### src/design/bwds_pkg.sv
// Shared types, codes and helpers for the burn wire deploy sequencer.
`timescale 1ns / 1ps
package bwds_pkg;

	localparam int CONTACT_SAMPLES = 5;
	localparam int DUTY_FULL       = 100;
	localparam int DUTY_W          = 7;
	localparam int COUNT_W         = 16;
	localparam int CFG_INDEX_W     = 3;

	typedef logic [DUTY_W-1:0]          duty_t;
	typedef logic [COUNT_W-1:0]         count_t;
	typedef logic [CONTACT_SAMPLES-1:0] win_t;

	// Sequencer states
	typedef enum logic [2:0] {
		ST_IDLE     = 3'd0,
		ST_SP_BURN  = 3'd1,
		ST_SP_COOL  = 3'd2,
		ST_FP_BURN  = 3'd3,
		ST_FP_COOL  = 3'd4,
		ST_SP_FIXED = 3'd5,
		ST_FP_FIXED = 3'd6
	} seq_state_t;

	// Deploy plans chosen at command time
	typedef enum logic [2:0] {
		PLAN_BOTH      = 3'd0,
		PLAN_SP_SINGLE = 3'd1,
		PLAN_FP_SINGLE = 3'd2,
		PLAN_DEF_BOTH  = 3'd3,
		PLAN_FP_DEF    = 3'd4,
		PLAN_SP_DEF    = 3'd5
	} plan_t;

	// Command codes
	typedef enum logic [1:0] {
		OP_TICK      = 2'd0,
		OP_DEPLOY_BOTH = 2'd1,
		OP_DEPLOY_FP = 2'd2,
		OP_DEPLOY_SP = 2'd3
	} op_t;

	// Configuration register indexes
	typedef enum logic [CFG_INDEX_W-1:0] {
		CFG_INIT_DUTY        = 3'd0,
		CFG_DUTY_STEP        = 3'd1,
		CFG_FALLBACK_DUTY    = 3'd2,
		CFG_BEST_MARGIN      = 3'd3,
		CFG_BURN_PERIODS     = 3'd4,
		CFG_COOLDOWN_PERIODS = 3'd5,
		CFG_TICKS_PER_PHASE  = 3'd6,
		CFG_UNUSED           = 3'd7
	} cfg_idx_t;

	// Configuration values seen by the sequencer
	typedef struct packed {
		duty_t       duty_step;
		duty_t       fallback_duty;
		duty_t       best_margin;
		count_t      burn_periods;
		count_t      cooldown_periods;
		count_t      ticks_per_phase;
	} cfg_regs_t;

	// Initial duty reload request from the register bank
	typedef struct packed {
		logic  load;
		duty_t value;
	} duty_load_t;

	// One input request
	typedef struct packed {
		logic [1:0] op;
		logic       sp_contact_pin;
		logic       fp_contact_pin;
		logic       abort;
	} in_item_t;

	// One result request
	typedef struct packed {
		logic       sp_drive;
		logic       fp_drive;
		logic       busy_res;
		logic       done_res;
		logic [3:0] status_flags;
		duty_t      sp_duty_recorded;
		duty_t      fp_duty_recorded;
		logic       sp_error;
		logic       fp_error;
		logic       error_event;
		logic [1:0] contact_now;
	} out_item_t;

	// Duty plus an increment, capped at full duty
	function automatic duty_t capped_add(input duty_t d, input duty_t a);
		logic [DUTY_W:0] s;
		s = {1'b0, d} + {1'b0, a};
		return (s >= (DUTY_W+1)'(DUTY_FULL)) ? DUTY_W'(DUTY_FULL) : s[DUTY_W-1:0];
	endfunction

endpackage

### src/design/bwds_cfg_regs.sv
// Configuration register bank of the burn wire deploy sequencer.
`timescale 1ns / 1ps
module bwds_cfg_regs (
	input  logic                               clk,
	input  logic                               arst_n,
	input  logic                               wr_en,
	input  logic [bwds_pkg::CFG_INDEX_W-1:0]   wr_index,
	input  logic [bwds_pkg::COUNT_W-1:0]       wr_data,
	output bwds_pkg::cfg_regs_t                cfg,
	output bwds_pkg::duty_load_t               duty_load
);
	import bwds_pkg::*;

	duty_t  duty_step_q, fallback_duty_q, best_margin_q;
	count_t burn_periods_q, cooldown_periods_q, ticks_per_phase_q;
	logic   [5:0] step_field;

	assign step_field = wr_data[5:0];

	// Register writes; unknown indexes are dropped
	always_ff @(posedge clk or negedge arst_n) begin
		if (!arst_n) begin
			duty_step_q        <= DUTY_W'(5);
			fallback_duty_q    <= DUTY_W'(30);
			best_margin_q      <= DUTY_W'(15);
			burn_periods_q     <= COUNT_W'(300);
			cooldown_periods_q <= COUNT_W'(500);
			ticks_per_phase_q  <= COUNT_W'(100);
		end else if (wr_en) begin
			unique case (cfg_idx_t'(wr_index))
				CFG_DUTY_STEP:        duty_step_q        <= {1'b0, step_field};
				CFG_FALLBACK_DUTY:    fallback_duty_q    <= wr_data[DUTY_W-1:0];
				CFG_BEST_MARGIN:      best_margin_q      <= wr_data[DUTY_W-1:0];
				CFG_BURN_PERIODS:     burn_periods_q     <= wr_data;
				CFG_COOLDOWN_PERIODS: cooldown_periods_q <= wr_data;
				CFG_TICKS_PER_PHASE:  ticks_per_phase_q  <= wr_data;
				default: ;
			endcase
		end
	end

	// Initial duty is not kept here: a write reloads both probe duties
	assign duty_load.load  = wr_en && (cfg_idx_t'(wr_index) == CFG_INIT_DUTY);
	assign duty_load.value = wr_data[DUTY_W-1:0];

	assign cfg.duty_step        = duty_step_q;
	assign cfg.fallback_duty    = fallback_duty_q;
	assign cfg.best_margin      = best_margin_q;
	assign cfg.burn_periods     = burn_periods_q;
	assign cfg.cooldown_periods = cooldown_periods_q;
	assign cfg.ticks_per_phase  = ticks_per_phase_q;

endmodule

### src/design/bwds_contact.sv
// Contact pin sample windows for both probes.
`timescale 1ns / 1ps
module bwds_contact (
	input  logic       clk,
	input  logic       arst_n,
	input  logic       adv,
	input  logic       sp_pin,
	input  logic       fp_pin,
	output logic [1:0] contact
);
	import bwds_pkg::*;

	win_t sp_win_q, fp_win_q;
	win_t sp_nxt, fp_nxt;

	// Shift in this tick's sample; contact if any sample is low
	assign sp_nxt  = win_t'({sp_win_q, sp_pin});
	assign fp_nxt  = win_t'({fp_win_q, fp_pin});
	assign contact = {fp_nxt != '1, sp_nxt != '1};

	always_ff @(posedge clk or negedge arst_n) begin
		if (!arst_n) begin
			sp_win_q <= '1;
			fp_win_q <= '1;
		end else if (adv) begin
			sp_win_q <= sp_nxt;
			fp_win_q <= fp_nxt;
		end
	end

endmodule

### src/design/bwds_seq.sv
// Deploy sequencer: plan selection, PWM counters, adaptive and fixed burns.
`timescale 1ns / 1ps
module bwds_seq (
	input  logic                  clk,
	input  logic                  arst_n,
	input  logic                  adv,
	input  bwds_pkg::in_item_t    item,
	input  logic [1:0]            contact,
	input  bwds_pkg::cfg_regs_t   cfg,
	input  bwds_pkg::duty_load_t  duty_load,
	output bwds_pkg::out_item_t   res
);
	import bwds_pkg::*;

	seq_state_t state_q, n_state, enter_st;
	plan_t      plan_q, n_plan;
	count_t     pre_q, n_pre, period_q, n_period;
	duty_t      phase_q, n_phase;
	duty_t      sp_duty_q, n_sp_duty, fp_duty_q, n_fp_duty;
	duty_t      sp_rec_q, n_sp_rec, fp_rec_q, n_fp_rec;
	logic [3:0] flags_q, n_flags;
	logic [1:0] err_q, n_err;

	logic       done, err_ev, enter_req;
	logic [1:0] drive;
	logic       do_start, start_p, do_end, end_p, end_ok, do_fixed_end, fix_p;

	// Advanced counter values
	count_t            tp;
	logic [COUNT_W:0]  pre_inc;
	duty_t             phase_inc;
	count_t            a_pre, a_period;
	duty_t             a_phase;
	logic              burn_over, cool_over;

	// PWM prescaler, phase and saturating period count
	always_comb begin
		tp        = (cfg.ticks_per_phase == '0) ? COUNT_W'(1) : cfg.ticks_per_phase;
		pre_inc   = {1'b0, pre_q} + (COUNT_W+1)'(1);
		phase_inc = phase_q + DUTY_W'(1);
		a_pre     = pre_q;
		a_phase   = phase_q;
		a_period  = period_q;
		if (pre_inc >= {1'b0, tp}) begin
			a_pre = '0;
			if (phase_inc >= DUTY_W'(DUTY_FULL)) begin
				a_phase = '0;
				if (period_q != '1)
					a_period = period_q + COUNT_W'(1);
			end else begin
				a_phase = phase_inc;
			end
		end else begin
			a_pre = pre_inc[COUNT_W-1:0];
		end
		burn_over = a_period >= cfg.burn_periods;
		cool_over = a_period >= cfg.cooldown_periods;
	end

	// Next state for one tick
	always_comb begin
		n_state = state_q;  n_plan = plan_q;
		n_pre = pre_q;  n_phase = phase_q;  n_period = period_q;
		n_sp_duty = sp_duty_q;  n_fp_duty = fp_duty_q;
		n_sp_rec = sp_rec_q;  n_fp_rec = fp_rec_q;
		n_flags = flags_q;  n_err = err_q;
		done = 1'b0;  err_ev = 1'b0;  drive = 2'b00;
		enter_req = 1'b0;  enter_st = ST_IDLE;
		do_start = 1'b0;  start_p = 1'b0;
		do_end = 1'b0;  end_p = 1'b0;  end_ok = 1'b0;
		do_fixed_end = 1'b0;  fix_p = 1'b0;

		unique case (state_q)
			ST_IDLE: begin
				unique case (op_t'(item.op))
					OP_DEPLOY_BOTH: begin
						if (contact[0]) begin
							n_flags[2] = 1'b1;
							if (contact[1]) begin
								n_flags[3] = 1'b1;
								n_plan = PLAN_BOTH;
							end else begin
								n_plan = PLAN_SP_SINGLE;
							end
							do_start = 1'b1;  start_p = 1'b0;
						end else if (contact[1]) begin
							n_flags[3] = 1'b1;
							n_plan = PLAN_FP_SINGLE;
							do_start = 1'b1;  start_p = 1'b1;
						end else begin
							n_plan = PLAN_DEF_BOTH;
							n_sp_duty = cfg.fallback_duty;
							enter_req = 1'b1;  enter_st = ST_SP_FIXED;
						end
					end
					OP_DEPLOY_FP: begin
						if (contact[1]) begin
							n_flags[3] = 1'b1;
							n_plan = PLAN_FP_SINGLE;
							do_start = 1'b1;  start_p = 1'b1;
						end else begin
							n_plan = PLAN_FP_DEF;
							n_fp_duty = cfg.fallback_duty;
							enter_req = 1'b1;  enter_st = ST_FP_FIXED;
						end
					end
					OP_DEPLOY_SP: begin
						if (contact[0]) begin
							n_flags[2] = 1'b1;
							n_plan = PLAN_SP_SINGLE;
							do_start = 1'b1;  start_p = 1'b0;
						end else begin
							n_plan = PLAN_SP_DEF;
							n_sp_duty = cfg.fallback_duty;
							enter_req = 1'b1;  enter_st = ST_SP_FIXED;
						end
					end
					OP_TICK: ;
				endcase
			end
			ST_SP_BURN, ST_FP_BURN: begin
				end_p = (state_q == ST_FP_BURN);
				if (item.abort) begin
					if (end_p) n_fp_duty = capped_add(fp_duty_q, cfg.duty_step);
					else       n_sp_duty = capped_add(sp_duty_q, cfg.duty_step);
					do_end = 1'b1;  end_ok = 1'b0;
				end else if (!contact[end_p]) begin
					do_end = 1'b1;  end_ok = 1'b1;
				end else begin
					drive[end_p] = phase_q < (end_p ? fp_duty_q : sp_duty_q);
					n_pre = a_pre;  n_phase = a_phase;  n_period = a_period;
					if (burn_over) begin
						if (end_p) n_fp_duty = capped_add(fp_duty_q, cfg.duty_step);
						else       n_sp_duty = capped_add(sp_duty_q, cfg.duty_step);
						enter_req = 1'b1;
						enter_st  = end_p ? ST_FP_COOL : ST_SP_COOL;
					end
				end
			end
			ST_SP_COOL, ST_FP_COOL: begin
				end_p = (state_q == ST_FP_COOL);
				if (item.abort) begin
					do_end = 1'b1;  end_ok = 1'b0;
				end else begin
					n_pre = a_pre;  n_phase = a_phase;  n_period = a_period;
					if (cool_over) begin
						if ((end_p ? fp_duty_q : sp_duty_q) < DUTY_W'(DUTY_FULL)) begin
							enter_req = 1'b1;
							enter_st  = end_p ? ST_FP_BURN : ST_SP_BURN;
						end else begin
							do_end = 1'b1;  end_ok = 1'b0;
						end
					end
				end
			end
			ST_SP_FIXED, ST_FP_FIXED: begin
				fix_p = (state_q == ST_FP_FIXED);
				if (item.abort) begin
					do_fixed_end = 1'b1;
				end else begin
					drive[fix_p] = phase_q < (fix_p ? fp_duty_q : sp_duty_q);
					n_pre = a_pre;  n_phase = a_phase;  n_period = a_period;
					if (burn_over)
						do_fixed_end = 1'b1;
				end
			end
			default: n_state = ST_IDLE;
		endcase

		// Adaptive start: a probe already at full duty fails at once
		if (do_start) begin
			if ((start_p ? n_fp_duty : n_sp_duty) < DUTY_W'(DUTY_FULL)) begin
				enter_req = 1'b1;
				enter_st  = start_p ? ST_FP_BURN : ST_SP_BURN;
			end else begin
				do_end = 1'b1;  end_p = start_p;  end_ok = 1'b0;
			end
		end

		// End of a fixed burn: deployed even on abort
		if (do_fixed_end) begin
			n_flags[{1'b0, fix_p}] = 1'b1;
			if (fix_p) n_fp_rec = n_fp_duty;
			else       n_sp_rec = n_sp_duty;
			if (n_plan == PLAN_DEF_BOTH && !fix_p) begin
				n_fp_duty = cfg.fallback_duty;
				enter_req = 1'b1;  enter_st = ST_FP_FIXED;
			end else begin
				n_state = ST_IDLE;  done = 1'b1;
			end
		end

		// End of an adaptive burn
		if (do_end) begin
			if (n_plan == PLAN_BOTH) begin
				if (end_p) n_fp_rec = n_fp_duty;
				else       n_sp_rec = n_sp_duty;
				if (end_ok) begin
					n_flags[{1'b0, end_p}] = 1'b1;
				end else begin
					n_err[end_p] = 1'b1;  err_ev = 1'b1;
				end
				if (!end_p) begin
					if (n_fp_duty < DUTY_W'(DUTY_FULL)) begin
						enter_req = 1'b1;  enter_st = ST_FP_BURN;
					end else begin
						// floating probe already at full duty: fails unburnt
						n_fp_rec = n_fp_duty;
						n_err[1] = 1'b1;  err_ev = 1'b1;
						n_state = ST_IDLE;  done = 1'b1;
					end
				end else begin
					n_state = ST_IDLE;  done = 1'b1;
				end
			end else if (!end_ok) begin
				n_err = 2'b11;  err_ev = 1'b1;
				n_state = ST_IDLE;  done = 1'b1;
			end else begin
				n_flags[{1'b0, end_p}] = 1'b1;
				if (end_p) begin
					n_fp_rec  = n_fp_duty;
					n_sp_duty = capped_add(n_fp_duty, cfg.best_margin);
					enter_req = 1'b1;  enter_st = ST_SP_FIXED;
				end else begin
					n_sp_rec  = n_sp_duty;
					n_fp_duty = capped_add(n_sp_duty, cfg.best_margin);
					enter_req = 1'b1;  enter_st = ST_FP_FIXED;
				end
			end
		end

		// Entering a timed state restarts the PWM counters
		if (enter_req) begin
			n_state = enter_st;
			n_pre = '0;  n_phase = '0;  n_period = '0;
		end
	end

	// State registers, advanced once per tick
	always_ff @(posedge clk or negedge arst_n) begin
		if (!arst_n) begin
			state_q  <= ST_IDLE;
			plan_q   <= PLAN_BOTH;
			pre_q    <= '0;
			phase_q  <= '0;
			period_q <= '0;
			sp_duty_q <= DUTY_W'(30);
			fp_duty_q <= DUTY_W'(30);
			sp_rec_q <= '0;
			fp_rec_q <= '0;
			flags_q  <= '0;
			err_q    <= '0;
		end else begin
			if (duty_load.load) begin
				sp_duty_q <= duty_load.value;
				fp_duty_q <= duty_load.value;
			end else if (adv) begin
				sp_duty_q <= n_sp_duty;
				fp_duty_q <= n_fp_duty;
			end
			if (adv) begin
				state_q  <= n_state;
				plan_q   <= n_plan;
				pre_q    <= n_pre;
				phase_q  <= n_phase;
				period_q <= n_period;
				sp_rec_q <= n_sp_rec;
				fp_rec_q <= n_fp_rec;
				flags_q  <= n_flags;
				err_q    <= n_err;
			end
		end
	end

	// Result of this tick
	assign res.sp_drive         = drive[0];
	assign res.fp_drive         = drive[1];
	assign res.busy_res         = (n_state != ST_IDLE);
	assign res.done_res         = done;
	assign res.status_flags     = n_flags;
	assign res.sp_duty_recorded = n_sp_rec;
	assign res.fp_duty_recorded = n_fp_rec;
	assign res.sp_error         = n_err[0];
	assign res.fp_error         = n_err[1];
	assign res.error_event      = err_ev;
	assign res.contact_now      = contact;

endmodule

### src/design/burn_wire_deploy_sequencer.sv
// Top level of the burn wire deploy sequencer: request pipeline and config port.
`timescale 1ns / 1ps
// Each input request is one timer tick and yields exactly one result request.
// A tick is taken every clock while the result side keeps up. It is held in the
// input register and moves into the result register once that register is free
// or being drained, and its result is presented from the result register; the
// sequencer state advances as the tick moves into the result register. A stalled
// result holds the input register and so stalls the input.
// Contact on a probe means any of its last five pin samples read low. Burn
// length is burn_periods PWM periods of 100 phase steps of ticks_per_phase
// ticks each, so timing is counted in ticks, not clocks. Configuration is
// written over its own port, always ready, and should only be written while
// no request is in flight; writing the initial duty register reloads both
// probe duties.
module burn_wire_deploy_sequencer (
	input  logic                             clk,
	input  logic                             arst_n,
	input  logic                             in_valid,
	output logic                             in_stall,
	input  bwds_pkg::in_item_t               in_data,
	output logic                             out_valid,
	input  logic                             out_stall,
	output bwds_pkg::out_item_t              out_data,
	input  logic                             cfg_valid,
	output logic                             cfg_ready,
	input  logic [bwds_pkg::CFG_INDEX_W-1:0] cfg_index,
	input  logic [bwds_pkg::COUNT_W-1:0]     cfg_data
);
	import bwds_pkg::*;

	logic       valid_s1;
	in_item_t   item_s1;
	logic       out_valid_q;
	out_item_t  out_q;
	logic       adv;
	logic [1:0] contact;
	cfg_regs_t  cfg;
	duty_load_t duty_load;
	out_item_t  res;

	// Tick moves on when the result register is free or being drained
	assign adv      = valid_s1 && (!out_valid_q || !out_stall);
	assign in_stall = valid_s1 && !adv;

	assign cfg_ready = 1'b1;

	// Input register
	always_ff @(posedge clk or negedge arst_n) begin
		if (!arst_n)
			valid_s1 <= 1'b0;
		else if (!in_stall)
			valid_s1 <= in_valid;
	end

	always_ff @(posedge clk) begin
		if (!in_stall && in_valid)
			item_s1 <= in_data;
	end

	// Result register
	always_ff @(posedge clk or negedge arst_n) begin
		if (!arst_n)
			out_valid_q <= 1'b0;
		else if (adv)
			out_valid_q <= 1'b1;
		else if (!out_stall)
			out_valid_q <= 1'b0;
	end

	always_ff @(posedge clk) begin
		if (adv)
			out_q <= res;
	end

	assign out_valid = out_valid_q;
	assign out_data  = out_q;

	bwds_cfg_regs u_cfg (
		.clk       (clk),
		.arst_n    (arst_n),
		.wr_en     (cfg_valid && cfg_ready),
		.wr_index  (cfg_index),
		.wr_data   (cfg_data),
		.cfg       (cfg),
		.duty_load (duty_load)
	);

	bwds_contact u_contact (
		.clk     (clk),
		.arst_n  (arst_n),
		.adv     (adv),
		.sp_pin  (item_s1.sp_contact_pin),
		.fp_pin  (item_s1.fp_contact_pin),
		.contact (contact)
	);

	bwds_seq u_seq (
		.clk       (clk),
		.arst_n    (arst_n),
		.adv       (adv),
		.item      (item_s1),
		.contact   (contact),
		.cfg       (cfg),
		.duty_load (duty_load),
		.res       (res)
	);

	// Only one wire burns at a time
	assert property (@(posedge clk) disable iff (!arst_n)
		out_valid |-> !(out_data.sp_drive && out_data.fp_drive))
		else $error("both burn wires driven");

	// The ending tick of a sequence reports idle
	assert property (@(posedge clk) disable iff (!arst_n)
		out_valid && out_data.done_res |-> !out_data.busy_res)
		else $error("done pulse while still busy");

	// An error pulse always leaves a sticky error bit behind
	assert property (@(posedge clk) disable iff (!arst_n)
		out_valid && out_data.error_event |-> (out_data.sp_error || out_data.fp_error))
		else $error("error pulse without sticky error");

endmodule
### config.mk
export PLATFORM = sky130hd
export DESIGN_NAME = burn_wire_deploy_sequencer
export DESIGN_NICKNAME = d
export VERILOG_FILES = /design/src/design/bwds_pkg.sv /design/src/design/bwds_cfg_regs.sv /design/src/design/bwds_contact.sv /design/src/design/bwds_seq.sv /design/src/design/burn_wire_deploy_sequencer.sv
export SDC_FILE = /design/constraint.sdc
export NUM_CORES = 1
export LEC_CHECK = 0
export ABC_AREA = 1
export BUFFER_PORTS_ARGS = -buffer_cell sky130_fd_sc_hd__buf_2
export CAP_MARGIN = 15
export CORE_UTILIZATION = 45
export DETAILED_ROUTE_END_ITERATION = 16
export SLEW_MARGIN = 25
export SYNTH_ARGS = -nofsm -noshare
export SYNTH_HDL_FRONTEND = slang
export SYNTH_HIERARCHICAL = 1
export SYNTH_SLANG_ARGS = --single-unit
### constraint.sdc
create_clock -name clk -period 9.1 [get_ports clk]
set_input_delay 0.455 -clock clk [delete_from_list [all_inputs] [get_ports clk]]
set_output_delay 0.455 -clock clk [all_outputs]
set_load 0.01 [all_outputs]
==> results.json <==
{
  "outcome": "finished clean",
  "clk_root_buffer_cell": "clkbuf_16",
  "crit_arrival_ps": 8510,
  "skew_ps": 17.7,
  "synthCells": 1855,
  "startpoint": "u_seq/pre_q[0]",
  "cpPeakStageDelay_ps": 420,
  "port_buffers": 57,
  "power_per_cell_area_mw_per_mm2": 282,
  "cts_buffer_depth": 2,
  "hold_viol_final": 0,
  "clkTransAtPathRegs_ps": 80,
  "tightest_slew_ps": 996,
  "muxShareOfSynthArea": 0.000736,
  "drt.antenna.violating_nets": 0,
  "r2r_end": "u_seq/sp_duty_q[6]",
  "ys_seq_elements": 189,
  "hpwl_mm": 30.0,
  "drv_cap": 0,
  "r2r-start": "u_seq/pre_q[0]",
  "critPathCapture": "u_seq/sp_duty_q[6]",
  "antennaDiodeCount": 0,
  "vias": 12000,
  "async_reset_ff_frac": 0.831,
  "synth.distinct_cells": 62,
  "fillCellCount": 2948,
  "finalSetupTns_ps": 0,
  "synthSimpleGateAreaFrac": 0.305,
  "start_util": 0.458,
  "die_h_um": 176,
  "leakage_nw": 7.60,
  "synth_area_per_cell_um2": 7.33,
  "rsz0062_at_grt": "no",
  "min_path_type": "in2async",
  "cts_hold_buf": 0,
  "vdd_drop_max_v": 0.000173,
  "dpl-instance-area_mm2": 0.0141,
  "worstSetupEndpointType": "flop",
  "r2r_cells": 55,
  "viasPerCell": 5.23,
  "synthXorXnorAreaFrac": 0.0245,
  "fin_crit_ps": 8170,
  "ys_seq_area_frac": 0.363,
  "die_w_um": 176,
  "synth-edff-count": 32,
  "synth_top_family_by_area": "simple AND/OR/NAND/NOR gates",
  "grt_max_degree": 99,
  "cp_max_fo": 18,
  "clock_latency_ps": 470,
  "crit_type": "reg2reg",
  "netlist_area_mm2": 0.0136,
  "wire_per_inst_um": 17.0,
  "setup_viol": 0,
  "yosys.area.top_type_share": 0.217,
  "slew_headroom": 0.331,
  "overflow": 0,
  "synthAdderAreaFrac": 0.0933,
  "ys.flop_type": "dfrtp_1",
  "drive_gt1_frac": 0.109,
  "antenna_found_initial": 0,
  "syn_nets": 1983,
  "drt_pass1_iterations": 6,
  "r2r_slack_ps": 930,
  "place.gp.congestion": 0.973,
  "nNetsFinal": 2019,
  "wl_mm": 39.1,
  "cts_buffers": 17,
  "worstPathRequired_ps": 9430,
  "synth.area.top_cells": "dfrtp_1, nand2_1, ha_1",
  "fin_area_mm2": 0.0147,
  "route.detailed.drc": 0,
  "core_mm2": 0.0297,
  "synth_top_area_cell": "dfrtp_1",
  "cts_tree": "done",
  "numClockSinks": 189,
  "startpoint_type": "flop",
  "synth_compound_area_frac": 0.110,
  "synth_common_cells": "nand2_1, inv_1, nand3_1",
  "grt_use_total": 0.262,
  "finalMaxSlewViolations": 0,
  "io_pins": 59,
  "fin_crit_sh": 0.898,
  "grt_pass1_vias": 11500,
  "drtIter0Drc": 894,
  "rows": 63,
  "yosys.cell_count.top_type": "nand2_1",
  "htreeDepth": 4,
  "cp_slowest_cell": "dfrtp_1",
  "yosys_warnings": 6,
  "grt_pass1_wl_mm": 62.4,
  "die_area_mm2": 0.0309,
  "area_growth_pct": 8.23,
  "max_freq_mhz": 122
}
-- logic make-up (layout without fill, tap and decap cells) --
| family | after synthesis | after routing |
|---|---|---|
| mux | 1 | 1 |
| compound gates | 260 | 260 |
| simple gates | 940 | 940 |
| buf+inv | 326 | 375 |
| xor+xnor | 38 | 38 |
| flops | 189 | 189 |
| fa+ha+maj | 99 | 99 |
| other cells | 2 | 2 |
-- critical path, delay by kind of cell, from the launching register on --
| family | cells | cell delay [ps] |
|---|---|---|
| flip-flops | 1 | 420 |
| buffers and inverters | 9 | 720 |
| AO/OA/AOI/OAI | 9 | 1450 |
| XOR/XNOR | 2 | 260 |
| adder cells (fa/ha/maj) | 3 | 900 |
| AND/OR/NAND/NOR | 32 | 4230 |
-- cells in the final DEF (no fill, tap or decap), drive strengths merged, types with 2 or more instances in the layout --
master	instances
and2	8
nor3	21
fa	4
o211ai	15
edfxtp	32
a31oi	7
buf	64
dfrtp	118
o221ai	9
nor4	3
o31ai	3
xnor2	7
inv	284
dfstp	39
ha	95
nor2	110
a21oi	68
a22oi	2
o21a	2
o32ai	2
clkinv	9
nand3	130
nand3b	11
o21ai	132
a211oi	3
o22ai	11
conb	2
nand4	35
xor2	31
clkbuf	18
nand2	615
or2	3
o21bai	2
-- flip-flops by register name, summed over array words and instances, names as in the netlist, 6 cells and up --
name	count
u_cfg/duty_step_q	6
u_cfg/cooldown_periods_q	16
u_seq/fp_duty_q	7
u_seq/sp_duty_q	7
u_seq/fp_rec_q	7
u_cfg/fallback_duty_q	7
u_seq/sp_rec_q	7
u_seq/pre_q	16
u_seq/phase_q	7
u_seq/period_q	16
u_cfg/ticks_per_phase_q	16
u_cfg/best_margin_q	7
out_data	27
u_cfg/burn_periods_q	16
-- layout make-up --
class / count / area (um2) / share of cell area
multi-input cells: 1340 / 7300 / 0.496
flip-flops and latches: 189 / 4940 / 0.335
inverters: 278 / 1050 / 0.0711
well taps: 390 / 488 / 0.0331
clock buffers: 17 / 425 / 0.0289
repair buffers: 65 / 354 / 0.0241
clock inverters: 15 / 165 / 0.0112
-- report_power, final --
group / leakage [nW] / switching, W / internal (W)
Combinational: 5.08 / 0.00144 / 0.000679
Clock: 0.290 / 0.000396 / 0.000371
Sequential: 2.24 / 0.000168 / 0.00110
-- how the worst min path moves through the flow --
stage	slack (ps)	from	endpoint
after floorplan	160	arst_n	out_valid
after global placement	440	u_seq/err_q[1]	u_seq/err_q[1]
after detailed placement	450	u_seq/err_q[1]	u_seq/err_q[1]
after CTS	140	arst_n	u_seq/pre_q[12]
after global routing	150	arst_n	u_cfg/ticks_per_phase_q[14]
final	80	arst_n	u_cfg/ticks_per_phase_q[14]
-- stage by stage --
| stage | power [W] | worst slack (ps) | utilization | std cells | hold slack, ps |
|---|---|---|---|---|---|
| floorplan | 0.00279 | 1950 | - | 1855 | 159 |
| global placement | 0.00336 | 281 | 0.474 | 2260 | 444 |
| detailed placement | 0.00337 | 314 | 0.474 | 2260 | 449 |
| CTS | 0.00415 | 266 | 0.494 | 2292 | 143 |
| global route | 0.00450 | 15.2 | 0.495 | 2294 | 146 |
| finish | 0.00415 | 927 | 0.495 | 2294 | 78.5 |
-- layer usage --
| metal | track usage | share of wire | up-vias |
|---|---|---|---|
| met5 | 0 | 0 | - |
| li1 | - | - | 6071 |
| met1 | 0.345 | 0.45 | 5579 |
| met3 | 0.0465 | 0.055 | 50 |
| met4 | 0.0761 | 0.020 | 0 |
| met2 | 0.440 | 0.48 | 308 |
-- timing repair --
action / CTS / global route
resized for setup: 0 / 10
setup endpoints to repair: 0 / 9
buffers inserted: 0 / 2
No activity file was read; power rests on OpenSTA's default activity.
